==> config.mk <==
export PLATFORM = sky130hd
export DESIGN_NAME = uart_register_model_unit
export DESIGN_NICKNAME = d
export VERILOG_FILES = /design/src/sv/urm_pkg.sv /design/src/sv/uart_register_model_unit.sv /design/src/sv/urm_rx_ring.sv /design/src/sv/urm_regs.sv
export SDC_FILE = /design/constraint.sdc
export NUM_CORES = 1
export LEC_CHECK = 0
export BUFFER_PORTS_ARGS = -buffer_cell sky130_fd_sc_hd__buf_2
export CAP_MARGIN = 20
export CELL_PAD_IN_SITES_DETAIL_PLACEMENT = 0
export CELL_PAD_IN_SITES_GLOBAL_PLACEMENT = 1
export CORE_UTILIZATION = 45
export CTS_BUF_LIST = sky130_fd_sc_hd__clkbuf_16
export DETAILED_ROUTE_END_ITERATION = 6
export PLACE_DENSITY = 0.78
export SYNTH_ARGS = -nofsm -noshare
export SYNTH_HDL_FRONTEND = slang
export SYNTH_SLANG_ARGS = --single-unit
==> constraint.sdc <==
create_clock -name clk -period 4 [get_ports clk]
set_input_delay 0.8 -clock clk [delete_from_list [all_inputs] [get_ports clk]]
set_output_delay 0.8 -clock clk [all_outputs]
set_load 0.03 [all_outputs]
==> src/sv/urm_pkg.sv <==
// Shared types and constants of the 16550-style UART register model.
// Used by urm_regs and uart_register_model_unit; depends on nothing.
package urm_pkg;

    // Request kinds carried on the mode field.
    localparam logic [1:0] MODE_READ  = 2'd0;
    localparam logic [1:0] MODE_WRITE = 2'd1;
    localparam logic [1:0] MODE_RECV  = 2'd2;
    localparam logic [1:0] MODE_IDLE  = 2'd3;

    // Register offsets from the UART base.
    localparam logic [2:0] OFF_DATA = 3'd0;
    localparam logic [2:0] OFF_IER  = 3'd1;
    localparam logic [2:0] OFF_IIR  = 3'd2;
    localparam logic [2:0] OFF_LCR  = 3'd3;
    localparam logic [2:0] OFF_MCR  = 3'd4;
    localparam logic [2:0] OFF_LSR  = 3'd5;
    localparam logic [2:0] OFF_MSR  = 3'd6;
    localparam logic [2:0] OFF_SCR  = 3'd7;

    // Interrupt identification codes.
    localparam logic [3:0] IID_NONE = 4'd1;
    localparam logic [3:0] IID_THRE = 4'd2;
    localparam logic [3:0] IID_RDA  = 4'd4;
    localparam logic [3:0] IID_RLS  = 4'd6;

    // Bit positions in LCR, IER and FCR.
    localparam int LCR_DLAB_BIT   = 7;
    localparam int IER_RDA_BIT    = 0;
    localparam int IER_THRE_BIT   = 1;
    localparam int IER_RLS_BIT    = 2;
    localparam int FCR_RXRST_BIT  = 1;

    // Fixed LSR bits: transmitter holding register empty and transmitter empty.
    localparam logic [7:0] LSR_TX_EMPTY = 8'h60;

    // Result of one request as handed from the register file to the output stage.
    typedef struct packed {
        logic        ring_sel;
        logic [15:0] read_data;
        logic        irq_assert;
        logic        tx_valid;
        logic [7:0]  tx_byte;
    } res_t;

endpackage

==> src/sv/uart_register_model_unit.sv <==
// Top level of the 16550-style UART register model: handshakes and output stage.
// Depends on urm_pkg, urm_regs and urm_rx_ring.
//
// Takes one request per cycle (bus read, bus write or received byte) while no held
// result is stalled, and returns one result per request in the next cycle. All
// register updates happen at the accepting edge; the receive ring lives in a
// single-port-read synchronous memory that is read at that edge, and its registered
// data feeds the output stage directly. A single output register holds the result;
// a new request is taken in the same cycle as the held result is taken.
// Configuration writes are always ready.
module uart_register_model_unit #(
    parameter int RX_DEPTH = 16
) (
    input  logic        clk,
    input  logic        rst_n,
    input  logic        cfg_valid,
    output logic        cfg_ready,
    input  logic        cfg_wdata,
    input  logic        in_valid,
    output logic        in_ready,
    input  logic [1:0]  mode,
    input  logic [2:0]  reg_offset,
    input  logic        wide_access,
    input  logic [15:0] write_data,
    input  logic [7:0]  rx_byte,
    output logic        out_valid,
    input  logic        out_ready,
    output logic [15:0] read_data,
    output logic        irq_assert,
    output logic        tx_valid,
    output logic [7:0]  tx_byte
);

    import urm_pkg::*;

    localparam int PTR_W = (RX_DEPTH > 1) ? $clog2(RX_DEPTH) : 1;

    logic             accept;
    res_t             res;
    res_t             res_reg;
    logic             out_valid_reg;
    logic             ring_we;
    logic [PTR_W-1:0] ring_waddr;
    logic [7:0]       ring_wdata;
    logic             ring_re;
    logic [PTR_W-1:0] ring_raddr;
    logic [7:0]       ring_q;

    assign cfg_ready = 1'b1;
    assign in_ready  = !out_valid_reg || out_ready;
    assign accept    = in_valid && in_ready;

    urm_regs #(
        .RX_DEPTH (RX_DEPTH),
        .PTR_W    (PTR_W)
    ) u_regs (
        .clk         (clk),
        .rst_n       (rst_n),
        .cfg_we      (cfg_valid),
        .cfg_wdata   (cfg_wdata),
        .accept      (accept),
        .mode        (mode),
        .reg_offset  (reg_offset),
        .wide_access (wide_access),
        .write_data  (write_data),
        .rx_byte     (rx_byte),
        .res         (res),
        .ring_we     (ring_we),
        .ring_waddr  (ring_waddr),
        .ring_wdata  (ring_wdata),
        .ring_re     (ring_re),
        .ring_raddr  (ring_raddr)
    );

    urm_rx_ring #(
        .DEPTH  (RX_DEPTH),
        .ADDR_W (PTR_W)
    ) u_ring (
        .clk   (clk),
        .we    (accept && ring_we),
        .waddr (ring_waddr),
        .wdata (ring_wdata),
        .re    (ring_re),
        .raddr (ring_raddr),
        .q     (ring_q)
    );

    // Output valid flag.
    always_ff @(posedge clk or negedge rst_n)
    begin
        if (!rst_n)
        begin
            out_valid_reg <= 1'b0;
        end
        else if (accept)
        begin
            out_valid_reg <= 1'b1;
        end
        else if (out_ready)
        begin
            out_valid_reg <= 1'b0;
        end
    end

    // Result payload captured with the request.
    always_ff @(posedge clk)
    begin
        if (accept)
        begin
            res_reg <= res;
        end
    end

    // Ring data joins the result on the way out.
    assign out_valid  = out_valid_reg;
    assign read_data  = res_reg.ring_sel ? {8'h00, ring_q} : res_reg.read_data;
    assign irq_assert = res_reg.irq_assert;
    assign tx_valid   = res_reg.tx_valid;
    assign tx_byte    = res_reg.tx_byte;

    // Every accepted request leaves a result pending in the next cycle.
    a_result_follows: assert property (@(posedge clk) disable iff (!rst_n)
        accept |=> out_valid)
        else $error("accepted request produced no result");

    // No request is taken while a held result is stalled.
    a_no_overwrite: assert property (@(posedge clk) disable iff (!rst_n)
        (out_valid && !out_ready) |-> !accept)
        else $error("request accepted over a stalled result");

    // Ring data is only selected for a data-register read.
    a_ring_sel: assert property (@(posedge clk) disable iff (!rst_n)
        res.ring_sel |-> (mode == MODE_READ) && (reg_offset == OFF_DATA))
        else $error("ring selected outside a data read");

endmodule

==> src/sv/urm_rx_ring.sv <==
// Receive ring storage: one synchronous memory, one write and one read port.
// Read data is registered and appears in the cycle after the read. No package use.
module urm_rx_ring #(
    parameter int DEPTH  = 16,
    parameter int ADDR_W = 4
) (
    input  logic              clk,
    input  logic              we,
    input  logic [ADDR_W-1:0] waddr,
    input  logic [7:0]        wdata,
    input  logic              re,
    input  logic [ADDR_W-1:0] raddr,
    output logic [7:0]        q
);

    logic [7:0] mem [DEPTH];
    logic [7:0] q_reg;

    // Write port.
    always_ff @(posedge clk)
    begin
        if (we)
        begin
            mem[waddr] <= wdata;
        end
    end

    // Registered read port; the data holds until the next read.
    always_ff @(posedge clk)
    begin
        if (re)
        begin
            q_reg <= mem[raddr];
        end
    end

    assign q = q_reg;

endmodule

==> src/sv/urm_regs.sv <==
// UART register file, ring pointers and interrupt identification logic.
// Depends on urm_pkg; drives the ring memory addresses and the result fields.
module urm_regs #(
    parameter int RX_DEPTH = 16,
    parameter int PTR_W    = 4
) (
    input  logic               clk,
    input  logic               rst_n,
    input  logic               cfg_we,
    input  logic               cfg_wdata,
    input  logic               accept,
    input  logic [1:0]         mode,
    input  logic [2:0]         reg_offset,
    input  logic               wide_access,
    input  logic [15:0]        write_data,
    input  logic [7:0]         rx_byte,
    output urm_pkg::res_t      res,
    output logic               ring_we,
    output logic [PTR_W-1:0]   ring_waddr,
    output logic [7:0]         ring_wdata,
    output logic               ring_re,
    output logic [PTR_W-1:0]   ring_raddr
);

    import urm_pkg::*;

    localparam logic [PTR_W-1:0] PTR_LAST = PTR_W'(RX_DEPTH - 1);

    logic [7:0]       div_lo_reg, div_lo_next;
    logic [7:0]       div_hi_reg, div_hi_next;
    logic [7:0]       ier_reg, ier_next;
    logic [7:0]       lcr_reg, lcr_next;
    logic [7:0]       mcr_reg, mcr_next;
    logic [7:0]       scr_reg, scr_next;
    logic             dr_reg, dr_next;
    logic             oe_reg, oe_next;
    logic [3:0]       iid_reg, iid_next;
    logic [PTR_W-1:0] wr_ptr_reg, wr_ptr_next;
    logic [PTR_W-1:0] rd_ptr_reg, rd_ptr_next;
    logic             fwd_reg;

    logic             dlab;
    logic [7:0]       lo;
    logic [PTR_W-1:0] wr_inc;
    logic [PTR_W-1:0] rd_inc;
    res_t             res_c;

    assign dlab   = lcr_reg[LCR_DLAB_BIT];
    assign lo     = write_data[7:0];
    assign wr_inc = (wr_ptr_reg == PTR_LAST) ? '0 : wr_ptr_reg + 1'b1;
    assign rd_inc = (rd_ptr_reg == PTR_LAST) ? '0 : rd_ptr_reg + 1'b1;

    // Decode the request and work out every register's next value.
    always_comb
    begin
        div_lo_next = div_lo_reg;
        div_hi_next = div_hi_reg;
        ier_next    = ier_reg;
        lcr_next    = lcr_reg;
        mcr_next    = mcr_reg;
        scr_next    = scr_reg;
        dr_next     = dr_reg;
        oe_next     = oe_reg;
        wr_ptr_next = wr_ptr_reg;
        rd_ptr_next = rd_ptr_reg;
        res_c       = '0;
        ring_we     = 1'b0;

        case (mode)
            MODE_READ:
            begin
                case (reg_offset)
                    OFF_DATA:
                    begin
                        if (dlab)
                        begin
                            res_c.read_data = {(wide_access ? div_hi_reg : 8'h00), div_lo_reg};
                        end
                        else
                        begin
                            // Pop the ring when it holds data; DR drops once it drains.
                            if (rd_ptr_reg != wr_ptr_reg)
                            begin
                                res_c.ring_sel = 1'b1;
                                rd_ptr_next    = rd_inc;
                            end
                            if (rd_ptr_next == wr_ptr_reg)
                            begin
                                dr_next = 1'b0;
                            end
                        end
                    end
                    OFF_IER: res_c.read_data = {8'h00, (dlab ? div_hi_reg : ier_reg)};
                    OFF_IIR: res_c.read_data = {12'h000, iid_reg};
                    OFF_LCR: res_c.read_data = {8'h00, lcr_reg};
                    OFF_MCR: res_c.read_data = {8'h00, mcr_reg};
                    OFF_LSR:
                    begin
                        res_c.read_data = {8'h00, LSR_TX_EMPTY | {6'b0, oe_reg, dr_reg}};
                        oe_next         = 1'b0;
                    end
                    OFF_MSR: res_c.read_data = 16'h0000;
                    OFF_SCR: res_c.read_data = {8'h00, scr_reg};
                    default: res_c.read_data = 16'h0000;
                endcase
            end
            MODE_WRITE:
            begin
                case (reg_offset)
                    OFF_DATA:
                    begin
                        if (dlab)
                        begin
                            div_lo_next = lo;
                            if (wide_access)
                            begin
                                div_hi_next = write_data[15:8];
                            end
                        end
                        else if (fwd_reg)
                        begin
                            res_c.tx_valid = 1'b1;
                            res_c.tx_byte  = lo;
                        end
                    end
                    OFF_IER:
                    begin
                        if (dlab)
                        begin
                            div_hi_next = lo;
                        end
                        else
                        begin
                            ier_next = lo;
                        end
                    end
                    OFF_IIR:
                    begin
                        // FCR: only the receive reset bit acts.
                        if (lo[FCR_RXRST_BIT])
                        begin
                            wr_ptr_next = '0;
                            rd_ptr_next = '0;
                            dr_next     = 1'b0;
                            oe_next     = 1'b0;
                        end
                    end
                    OFF_LCR: lcr_next = lo;
                    OFF_MCR: mcr_next = lo;
                    OFF_SCR: scr_next = lo;
                    default: ;
                endcase
            end
            MODE_RECV:
            begin
                // Store the byte; a full ring is an overrun that empties it.
                ring_we = 1'b1;
                if (wr_inc == rd_ptr_reg)
                begin
                    wr_ptr_next = '0;
                    rd_ptr_next = '0;
                    oe_next     = 1'b1;
                end
                else
                begin
                    wr_ptr_next = wr_inc;
                end
                dr_next = 1'b1;
            end
            default: ;
        endcase

        // Interrupt identification by priority from the updated state.
        if (ier_next[IER_RLS_BIT] && oe_next)
        begin
            iid_next = IID_RLS;
        end
        else if (ier_next[IER_RDA_BIT] && dr_next)
        begin
            iid_next = IID_RDA;
        end
        else if (ier_next[IER_THRE_BIT])
        begin
            iid_next = IID_THRE;
        end
        else
        begin
            iid_next = IID_NONE;
        end
        res_c.irq_assert = (iid_next != IID_NONE);
    end

    assign res        = res_c;
    assign ring_waddr = wr_ptr_reg;
    assign ring_wdata = rx_byte;
    assign ring_raddr = rd_ptr_reg;
    assign ring_re    = accept && res_c.ring_sel;

    // Register file update on each accepted request.
    always_ff @(posedge clk or negedge rst_n)
    begin
        if (!rst_n)
        begin
            div_lo_reg <= '0;
            div_hi_reg <= '0;
            ier_reg    <= '0;
            lcr_reg    <= '0;
            mcr_reg    <= '0;
            scr_reg    <= '0;
            dr_reg     <= 1'b0;
            oe_reg     <= 1'b0;
            iid_reg    <= IID_NONE;
            wr_ptr_reg <= '0;
            rd_ptr_reg <= '0;
        end
        else if (accept)
        begin
            div_lo_reg <= div_lo_next;
            div_hi_reg <= div_hi_next;
            ier_reg    <= ier_next;
            lcr_reg    <= lcr_next;
            mcr_reg    <= mcr_next;
            scr_reg    <= scr_next;
            dr_reg     <= dr_next;
            oe_reg     <= oe_next;
            iid_reg    <= iid_next;
            wr_ptr_reg <= wr_ptr_next;
            rd_ptr_reg <= rd_ptr_next;
        end
    end

    // Transmit forwarding control.
    always_ff @(posedge clk or negedge rst_n)
    begin
        if (!rst_n)
        begin
            fwd_reg <= 1'b0;
        end
        else if (cfg_we)
        begin
            fwd_reg <= cfg_wdata;
        end
    end

    // Pointers never leave the ring.
    a_ptr_range: assert property (@(posedge clk) disable iff (!rst_n)
        (wr_ptr_reg <= PTR_LAST) && (rd_ptr_reg <= PTR_LAST))
        else $error("ring pointer beyond ring depth");

    // With DR clear the ring must be empty.
    a_dr_empty: assert property (@(posedge clk) disable iff (!rst_n)
        !dr_reg |-> (rd_ptr_reg == wr_ptr_reg))
        else $error("ring holds data while DR is clear");

    // OE is only raised by a received byte.
    a_oe_source: assert property (@(posedge clk) disable iff (!rst_n)
        $rose(oe_reg) |-> $past(accept && (mode == MODE_RECV)))
        else $error("OE set without a received byte");

    // A ring pop always comes with a pointer advance.
    a_pop_adv: assert property (@(posedge clk) disable iff (!rst_n)
        ring_re |=> (rd_ptr_reg != $past(rd_ptr_reg)))
        else $error("ring pop without read pointer advance");

endmodule
# After elaboration in Yosys (flattened, before gate mapping)
# Memories as Yosys holds them, arrays and structs flattened. A register that Yosys moved wholly into a read port is not among the register bits.
# Cells that the tools add are included.
[op_classes] add_sub_neg=2 n_eq_ne=23 n_mux=50 bitwise_logic=4 n_reduce_logical=23
[ops] operator="one-hot mux 16 bit (8 select lines)" count=1
[ops] operator="two-way mux 4 bit" count=14
[ops] operator="two-way mux 8 bit" count=5
[ops] operator="two-way mux 16 bit" count=2
[ops] operator="two-way mux 1 bit" count=17
[ops] operator="two-way mux 17 bit" count=1
[ops] operator="one-hot mux 8 bit (2 select lines)" count=1
[ops] operator="== test 3 bit (second input constant)" count=4
[ops] operator="one-hot mux 4 bit (3 select lines)" count=1
[ops] operator="AND reduction 4 bit" count=3
[ops] operator="inequality test 2 x 1 -> 1 bit (second input constant)" count=5
[ops] operator="two-way mux 3 bit" count=3
[ops] operator="two-way mux 9 bit" count=1
[ops] operator="AND reduction 3 bit" count=3
[ops] operator="adder 4 x 1 -> 4 bit (second input constant)" count=2
[ops] operator="== test 4 bit" count=2
[ops] operator="== test 4 bit (second input constant)" count=2
[ops] operator="one-hot mux 4 bit (2 select lines)" count=1
[ops] operator="AND reduction 7 bit" count=1
[ops] operator="== test 3 x 2 -> 1 bit (second input constant)" count=2
[ops] operator="inequality test 2 bit (second input constant)" count=3
[ops] operator="one-hot mux 1 bit (3 select lines)" count=2
[ops] operator="AND reduction 6 bit" count=1
[ops] operator="nonzero test 2 bit" count=3
[ops] operator="other kinds (15)" count=22
[word_totals] ff_bits=91 mem_bits_rw=128 inputBits=36 out_inout_bits=29 mem_count=1
[mem_list] memory="u_ring.mem" words=16 width=8 read_ports=1 rd_ports_with_merged_regs=1 wr=1 line_no="urm_rx_ring.sv:16" source="logic [7:0] mem [DEPTH];"

# Logic depth before layout (Yosys ltp)
# Gate-level depths: netlist of run 1.
[depth] depth_word=15 ltp_mapped=10 mapped_depth_nobuf=8

# Cells and area by module
# From an unflattened synthesis of run 1, not the netlist that was laid out.
[hier_totals] hier_cells=658 hier_area_um2=10184.8
[modules_own_cells] mod="urm_rx_ring" instances=1 cells_each=229 area_each_um2=5227.5 seq_area_each_um2=4083.9
[modules_own_cells] mod="urm_regs" instances=1 cells_each=369 area_each_um2=3831.2 seq_area_each_um2=1552.7
[modules_own_cells] mod="uart_register_model_unit" instances=1 cells_each=60 area_each_um2=1126.1 seq_area_each_um2=835.8

# Worst setup path after synthesis of run 1
# No wires, ideal clock.
[synth_path] kind="input-to-reg" start="in out_ready" end="mem u_ring.mem[0][0], enable pin" setup_ns=0.383 t_arrival_ns=3.485 setup_slack_ns=0.132 stages=6 path_buffers=1 path_cell_list="nand2b_1 > nand2_1 > inv_2 > buf_1 > nand3_1 > nor3_1"
[synth_between] elab_chain_cells=5
[synth_rtl] element="start: declaration" line_no="uart_register_model_unit.sv:27" source="input logic out_ready,"
[synth_rtl] element="logical OR 1 bit" line_no="uart_register_model_unit.sv:50" source="assign in_ready = !out_valid_reg || out_ready;"
[synth_rtl] element="logical AND 1 bit" line_no="uart_register_model_unit.sv:51" source="assign accept = in_valid && in_ready;"
[synth_rtl] element="net accept" line_no="uart_register_model_unit.sv:38" source="logic accept;"
[synth_rtl] element="logical AND 1 bit" line_no="uart_register_model_unit.sv:80" source=".we (accept && ring_we),"
[synth_rtl] element="two-way mux 1 bit" line_no="urm_rx_ring.sv:22" source="if (we)"
[synth_rtl] element="two-way mux 1 bit (implied by the code)" line_no="urm_rx_ring.sv:24" source="mem[waddr] <= wdata;"
[synth_rtl] element="end: declaration" line_no="urm_rx_ring.sv:16"
# The timed path passes the listed nets, and every way through them passes these cells.

==> results of run 1 <==
synthesized netlist by cell type, types with 2 or more instances:
cell,number
edfxtp_1,163
dfrtp_1,62
nand2_1,47
mux2_2,45
nor2_1,41
mux4_2,40
clkbuf_1,18
o21ai_0,15
and3_1,13
buf_2,12
nor2b_1,12
a31oi_1,11
mux2i_1,11
buf_4,10
nand3_1,10
nor3_1,10
a21oi_1,9
and2_1,9
ha_1,9
inv_1,7
mux2_1,7
nand2b_1,7
a221oi_1,6
o22ai_1,6
xnor2_1,5
a22o_1,4
buf_1,3
buf_6,3
o31ai_1,3
xor2_1,3
a22oi_1,2
o211ai_1,2
o21ai_1,2
o2bb2ai_1,2
kinds of logic (layout without fill, tap and decap cells):
group                    after synthesis  count (layout)  synth area share (%)
AO/OA/AOI/OAI                         78              78                  5.72
XOR/XNOR                              10              10                  1.10
adder cells (fa/ha/maj)                9               9                  1.13
buffers and inverters                 54             126                  2.78
flip-flops                           226             226                  64.9
multiplexers                         104             104                  16.1
other                                  1               1                0.0376
AND/OR/NAND/NOR                      162             162                  8.23
final timing paths:
kind | cells past startpoint | from | slack, ps | endpoint
min in group clk | 2 | u_regs.iid_reg[0] | 490 | u_regs.iid_reg[0]
worst max-delay path | 6 | u_regs.ring_raddr[2] | 1180 | irq_assert
worst max register to register | 6 | u_regs.ring_raddr[2] | 1180 | irq_assert
worst min register to register | 2 | u_regs.iid_reg[0] | 490 | u_regs.iid_reg[0]
max in group asynchronous | 2 | rst_n | 2990 | u_regs.iid_reg[0]
worst min-delay path | 1 | rst_n | 240 | u_regs.scr_reg[7]
power groups by stage:
stage	logic, mW	clock network, mW	registers (mW)
after floorplan	0.828	0	2.75
after global placement	1.03	0	2.82
after detailed placement	1.05	0	2.82
after CTS	1.06	2.04	2.78
after global routing	1.14	2.13	2.79
final	1.05	1.99	2.78
worst max-delay path: stages (launching register included):
cell	delay (ps)
dfrtp_1	900
xor2_2	240
nor4_4	490
o32ai_2	170
o41ai_4	430
o2bb2ai_2	120
or2_1	210
layout make-up:
type	instances	area [sq um]
fill	1768	10500
sequential	226	6470
multi-input combinational	364	3230
clock buffer	24	601
timing repair buffer	75	405
tap	280	350
clock inverter	19	119
inverter	8	30.0
metrics by stage:
stage / setup slack [ps] / area, sq um
final: 1180 / 11200
after CTS: 1160 / 11200
after global placement: 1050 / 10500
after global routing: 894 / 11200
after floorplan: 132 / 9980
after detailed placement: 944 / 10500
layer usage:
metal	GRT usage, %	routed length (um)	up-vias
li1	-	-	2567
met1	27.6	9580	2862
met2	32.5	10600	204
met3	3.49	1340	35
met4	5.95	477	0
met5	0	0	-
==> impl_metrics.json, run 1 <==
{
  "status": "completed",
  "dieArea_sq_um": 22800,
  "cts_resized": 0,
  "fin_tns_setup_ps": 0,
  "max_slew.worst_pin.slew_ps": 1030,
  "clk_pin_slew_worst_paths_ps": 60,
  "setup_violations": 0,
  "vias_per_cell": 5.69,
  "drv_slew": 0,
  "post_cts_buffers": 0,
  "crit_arrival_ps": 3090,
  "ys_seq_area_share_pct": 64.9,
  "htreeDepth": 1,
  "antenna_found_initial": 0,
  "post_drt_wl_per_cell_um": 22.1,
  "cp.required_ps": 4260,
  "p_leak_nw": 4.16,
  "grt.total_usage_pct": 20.0,
  "p_int_mw": 4.25,
  "clockBufferDepth": 3,
  "die-width_um": 151,
  "drt_iter0_drc": 522,
  "total_power_mw": 5.82,
  "p_sw_share_pct": 26.9,
  "synth.distinct_cells": 69,
  "grt_pass1_wl_um": 33800,
  "synth_edf_count": 163,
  "dr.pass1.iters": 7,
  "dp_hpwl_um": 15200,
  "async_flop_share_pct": 27.9,
  "io_buffers": 63,
  "final_cells": 996,
  "fin_nets": 744,
  "routed_wl_um": 22000,
  "critPathLaunchType": "flip-flop",
  "synthTopCellsByArea": "edfxtp_1, dfrtp_1, mux4_2",
  "ctsHoldBuffers": 0,
  "synthFlopType": "edfxtp_1",
  "synth_top_area_share_pct": 49.0,
  "largest_reg_flops": 128,
  "layout_commonest_cell": "edfxtp_1",
  "hold_ws_ps": 239,
  "layout-drive-gt1-share_pct": 29.2,
  "fin_skew_ps": 26.5,
  "ys_ff_latch": 226,
  "cts_root_buf": "clkbuf_16",
  "fin_crit_ps": 2820,
  "gp_congestion": 0.860,
  "p_switching_mw": 1.57,
  "criticalPathCategory": "flip-flop to flip-flop",
  "cp-end-kind": "flip-flop",
  "pwr-share-comb_pct": 18.0,
  "fmax_mhz": 354,
  "cts_tree": "yes",
  "syn-num-nets": 689,
  "synth.avg_cell_area_sq_um": 15.5,
  "synthesis.area_sq_um": 9980,
  "synthCells": 644,
  "num_rows": 54,
  "hold_class": "primary input to asynchronous set/reset pin",
  "sequentialPowerShare_pct": 47.7,
  "hold_violations": 0,
  "ios": 65,
  "rsz0062_at_grt": "no",
  "p_clk_share_pct": 34.3,
  "power_density_nw_per_um2": 519,
  "ys_warn_count": 0,
  "final_antenna_net_count": 0,
  "peakVddDrop_v": 0.000278,
  "diodes": 0,
  "slew_headroom_pct": 30.7,
  "coreArea_sq_um": 21800,
  "grt_overflow_total": 0,
  "syn_to_final_growth_pct": 12.3,
  "maxCapViolations": 0,
  "worst_skew_pair.late_latency_ps": 530,
  "synth_top_cell_by_area": "edfxtp_1",
  "vias": 5668,
  "initial_core_util_pct": 45.9,
  "crit_fanout": 17,
  "final_cell_mix": "edfxtp_1, buf_2, dfrtp_1",
  "fin_crit_sh_pct": 70.6,
  "final_util_pct": 51.5,
  "place_inst": 953,
  "grt_pass1_vias": 5728,
  "clkSinkCount": 226,
  "cts_made_buffers": 24,
  "remaining_drc_errors": 0,
  "grt_max_degree": 36,
  "die_y_um": 151
}
No activity file was read; power rests on OpenSTA's default activity.
==> inputs of run 2 (changes only) <==
Clock period 4 ns to 2.82 ns, I/O delays scaled along.
==> impl_metrics.json, run 2 (synthesis results as in run 1) <==
{
  "dieArea_sq_um": 22800,
  "hold_violations": 0,
  "layout-drive-gt1-share_pct": 32.2,
  "grt_overflow_total": 0,
  "initial_core_util_pct": 45.9,
  "maxCapViolations": 0,
  "criticalPathCategory": "flip-flop to flip-flop",
  "routed_wl_um": 21100,
  "cp-end-kind": "flip-flop",
  "final_cells": 1022,
  "critical-path-top-delay-family": "flip-flops",
  "layout_commonest_cell": "edfxtp_1",
  "crit_cells": 7,
  "antenna_found_initial": 0,
  "worst_skew_pair.late_latency_ps": 530,
  "fmax_mhz": 403,
  "clkSinkCount": 226,
  "syn_to_final_growth_pct": 15.3,
  "grt_pass1_vias": 5758,
  "diodes": 0,
  "cts_resized": 0,
  "htreeDepth": 1,
  "vias": 5742,
  "cp.required_ps": 3270,
  "rsz0062_at_grt": "no",
  "setup_slack_ps": 342,
  "crit_fanout": 16,
  "gp_congestion": 0.821,
  "grt_pass1_wl_um": 32500,
  "coreArea_sq_um": 21800,
  "remaining_drc_errors": 0,
  "num_rows": 54,
  "max_slew.worst_pin.slew_ps": 733,
  "cpPeakStageDelay_ps": 710,
  "post_drt_wl_per_cell_um": 20.7,
  "setup_violations": 0,
  "cts_tree": "yes",
  "dp_hpwl_um": 14500,
  "fin_skew_ps": 12.8,
  "grt_max_degree": 64,
  "r2r_end": "u_regs.ring_waddr[3]",
  "r2r_cells": 7,
  "slew_headroom_pct": 51.2,
  "critPathLaunchType": "flip-flop",
  "final_antenna_net_count": 0,
  "preCtsSetupSlack_ps": 319,
  "path_cells": "and4b_1, a311oi_1, xnor2_1, o21ai_1, buf_4, nor3_1, a22o_1",
  "hold_class": "primary input to asynchronous set/reset pin",
  "place_inst": 976,
  "status": "completed",
  "clk_pin_slew_worst_paths_ps": 60,
  "crit_arrival_ps": 2930,
  "cts_root_buf": "clkbuf_16",
  "crit_slowest_cell": "dfrtp_1",
  "die_y_um": 151,
  "drv_slew": 0,
  "fin_nets": 768,
  "post_cts_buffers": 0,
  "drt_iter0_drc": 455,
  "clockBufferDepth": 3,
  "die-width_um": 151,
  "cts_made_buffers": 25,
  "fin_crit_sh_pct": 87.9,
  "critPathBufInv": 1,
  "r2r_start": "u_regs.ring_waddr[3]",
  "p_leak_nw": 4.33,
  "largest_reg_flops": 128,
  "grt.total_usage_pct": 19.0,
  "ios": 65,
  "final_cell_mix": "edfxtp_1, buf_2, dfrtp_1",
  "dr.pass1.iters": 5,
  "peakVddDrop_v": 0.000464,
  "power_density_nw_per_um2": 747,
  "vias_per_cell": 5.62,
  "fin_crit_ps": 2480,
  "fin_tns_setup_ps": 0,
  "ctsHoldBuffers": 0,
  "io_buffers": 63,
  "r2r_slack_ps": 340
}
## run 2: through the flow
| stage | power, mW | utilization, % | hold slack (ps) | instance area, sq um |
|---|---|---|---|---|
| 2_1_floorplan | 5.08 | - | 268 | 10000 |
| 5_1_grt | 8.94 | 52.9 | 66.0 | 11500 |
| 3_3_place_gp | 5.50 | 49.2 | 474 | 10700 |
| 3_5_place_dp | 5.54 | 49.2 | 483 | 10700 |
| 4_1_cts | 8.67 | 52.9 | 47.1 | 11500 |
| 6_report | 8.60 | 52.9 | 52.7 | 11500 |
## run 2: how the worst max path moves through the flow
stage | startpoint | end | slack [ps]
floorplan | out_ready | u_ring.mem[10][0] | 7
global placement | mode[0] | irq_assert | 410
detailed placement | mode[0] | irq_assert | 320
CTS | u_regs.ring_waddr[0] | u_regs.ring_waddr[3] | 340
global route | u_regs.ring_waddr[0] | u_regs.ring_waddr[3] | 160
finish | u_regs.ring_waddr[3] | u_regs.ring_waddr[3] | 340
## run 2: power breakdown
group	switching, mW	internal (mW)
clock	1.31	1.81
combinational	0.806	0.756
sequential	0.148	3.76
## run 2: area by class of cell
type | count | area, sq um
inverter | 8 | 30.0
tap | 280 | 350
clock buffer | 25 | 626
fill | 1702 | 10200
clock inverter | 21 | 179
timing repair buffer | 98 | 603
multi-input combinational | 364 | 3250
sequential | 226 | 6470
## run 2: per-layer routing
metal	up-vias	wire, um	GRT usage (%)
met1	2954	9440	26.0
met3	24	1060	3.52
met2	149	10400	31.2
met5	-	0	0
li1	2615	-	-
met4	0	292	4.80
## run 2: worst reg2reg max path, cell delays in order (launching register included)
cell	delay, ps
dfrtp_1	710
and4b_1	300
a311oi_1	410
xnor2_1	230
o21ai_1	90
buf_4	190
nor3_1	280
a22o_1	210
==> inputs of run 3 (changes only) <==
Settings changed: GPL_TIMING_DRIVEN set to 0.
==> impl_metrics.json, run 3 (synthesis results as in run 1) <==
{
  "status": "completed",
  "r2r_start": "out_valid",
  "fin_skew_ps": 18.0,
  "wl_met1_um": 9650,
  "crit_arrival_ps": 2940,
  "final_util_pct": 53.3,
  "grt_max_degree": 64,
  "hold_violations": 0,
  "setup_violations": 0,
  "fmax_mhz": 361,
  "num_rows": 54,
  "dp_hpwl_um": 15100,
  "vias_per_cell": 5.73,
  "r2r_slack_ps": 50,
  "grt.total_usage_pct": 19.3,
  "cts_tree": "yes",
  "clockBufferDepth": 3,
  "maxCapViolations": 0,
  "fillerInstances": 1743,
  "slew_headroom_pct": 32.1,
  "clk_pin_slew_worst_paths_ps": 60,
  "worst_skew_pair.late_latency_ps": 530,
  "grt_pass1_vias": 5757,
  "drv_slew": 0,
  "p_clk_share_pct": 36.1,
  "grt_pass1_wl_um": 32800,
  "p_leak_nw": 4.31,
  "io_buffers": 61,
  "remaining_drc_errors": 0,
  "gp_congestion": 0.864,
  "layout_commonest_cell": "edfxtp_1",
  "grt_overflow_total": 0,
  "antenna_found_initial": 0,
  "r2r_end": "u_ring.mem[9][6]",
  "peakVddDrop_v": 0.000480,
  "criticalPathCategory": "flip-flop to flip-flop",
  "die-width_um": 151,
  "hold_class": "primary input to asynchronous set/reset pin",
  "max_slew.worst_pin.slew_ps": 1020,
  "wl_met2_um": 10300,
  "layout-drive-gt1-share_pct": 32.1,
  "syn_to_final_growth_pct": 16.2,
  "die_y_um": 151,
  "vias": 5927,
  "crit_fanout": 36,
  "dieArea_sq_um": 22800,
  "p_sw_share_pct": 26.1,
  "cp.required_ps": 2990,
  "routed.top_layer": "met4",
  "diodes": 0,
  "largest_reg_flops": 128,
  "routed_wl_um": 21600,
  "r2r_cells": 6,
  "post_drt_wl_per_cell_um": 20.9,
  "route.met3.wl_um": 1290,
  "final_antenna_net_count": 0,
  "cts_made_buffers": 24,
  "power_density_nw_per_um2": 739,
  "coreArea_sq_um": 21800,
  "sequentialPowerShare_pct": 45.2,
  "clkSinkCount": 226,
  "pwr-share-comb_pct": 18.7,
  "cp-end-kind": "flip-flop",
  "cts_root_buf": "clkbuf_16",
  "dr.pass1.iters": 5,
  "ctsHoldBuffers": 0,
  "setup_slack_ps": 49.3,
  "htreeDepth": 1,
  "p_int_mw": 6.33,
  "final_cell_mix": "edfxtp_1, buf_2, dfrtp_1",
  "p_switching_mw": 2.23,
  "rsz0062_at_grt": "yes",
  "initial_core_util_pct": 45.9,
  "preCtsSetupSlack_ps": -743,
  "ios": 65,
  "fin_nets": 781,
  "fin_crit_ps": 2770,
  "fin_crit_sh_pct": 98.3,
  "critPathLaunchType": "flip-flop",
  "drt_iter0_drc": 425
}
## run 3: how the worst max path moves through the flow
stage / from / to / slack [ps]
final: out_valid / u_ring.mem[9][6] / 50
after global routing: out_valid / u_ring.mem[9][6] / -120
after CTS: out_valid / u_ring.mem[2][1] / -90
after detailed placement: out_ready / u_ring.mem[6][5] / -740
after global placement: out_ready / u_ring.mem[4][4] / -630
after floorplan: out_ready / u_ring.mem[10][0] / 7
## run 3: layer usage
layer	up-vias	track usage (%)
met5	-	0
met4	0	5.75
met3	33	2.74
met2	206	30.5
met1	3039	27.9
li1	2649	-
## run 3: critical path: stages, from the launching register on
cell      delay [ps]
dfrtp_1          370
nand2b_1         110
nand2_1          290
inv_2            250
buf_4            480
nand3_1          400
nor2_2           500
## run 3: power by group through the flow
| stage | registers (mW) | logic [mW] | clock network, mW |
|---|---|---|---|
| final | 3.87 | 1.60 | 3.09 |
| after global routing | 3.89 | 1.73 | 3.25 |
| after CTS | 3.87 | 1.61 | 3.14 |
| after detailed placement | 3.94 | 1.59 | 0 |
| after global placement | 3.93 | 1.55 | 0 |
| after floorplan | 3.90 | 1.18 | 0 |
## run 3: what timing repair did
action                                  CTS  global route
endpoints found under the setup margin  128           114
endpoints found under the hold margin     0             0
gates resized for setup                  11            10
pin swaps                                 0             4
setup buffers                             0             4
## run 3: area by class of cell
class	instances	area, sq um	share of cell area (%)
Buffer	46	253	2.18
Clock buffer	24	601	5.18
Sequential cell	226	6470	55.8
Timing Repair Buffer	66	393	3.39
Inverter	8	30.0	0.259
Tap cell	280	350	3.02
Clock inverter	20	180	1.55
Multi-Input combinational cell	364	3310	28.6
## run 3: through the flow
step	cells	hold WS [ps]	instance area, sq um	power (mW)	TNS, ps
final	1034	149	11600	8.57	0
after CTS	1030	175	11500	8.62	-2430
after global placement	985	478	10700	5.48	-79810
after global routing	1034	218	11600	8.87	-6580
after floorplan	644	268	10000	5.08	0
after detailed placement	986	482	10700	5.53	-83980
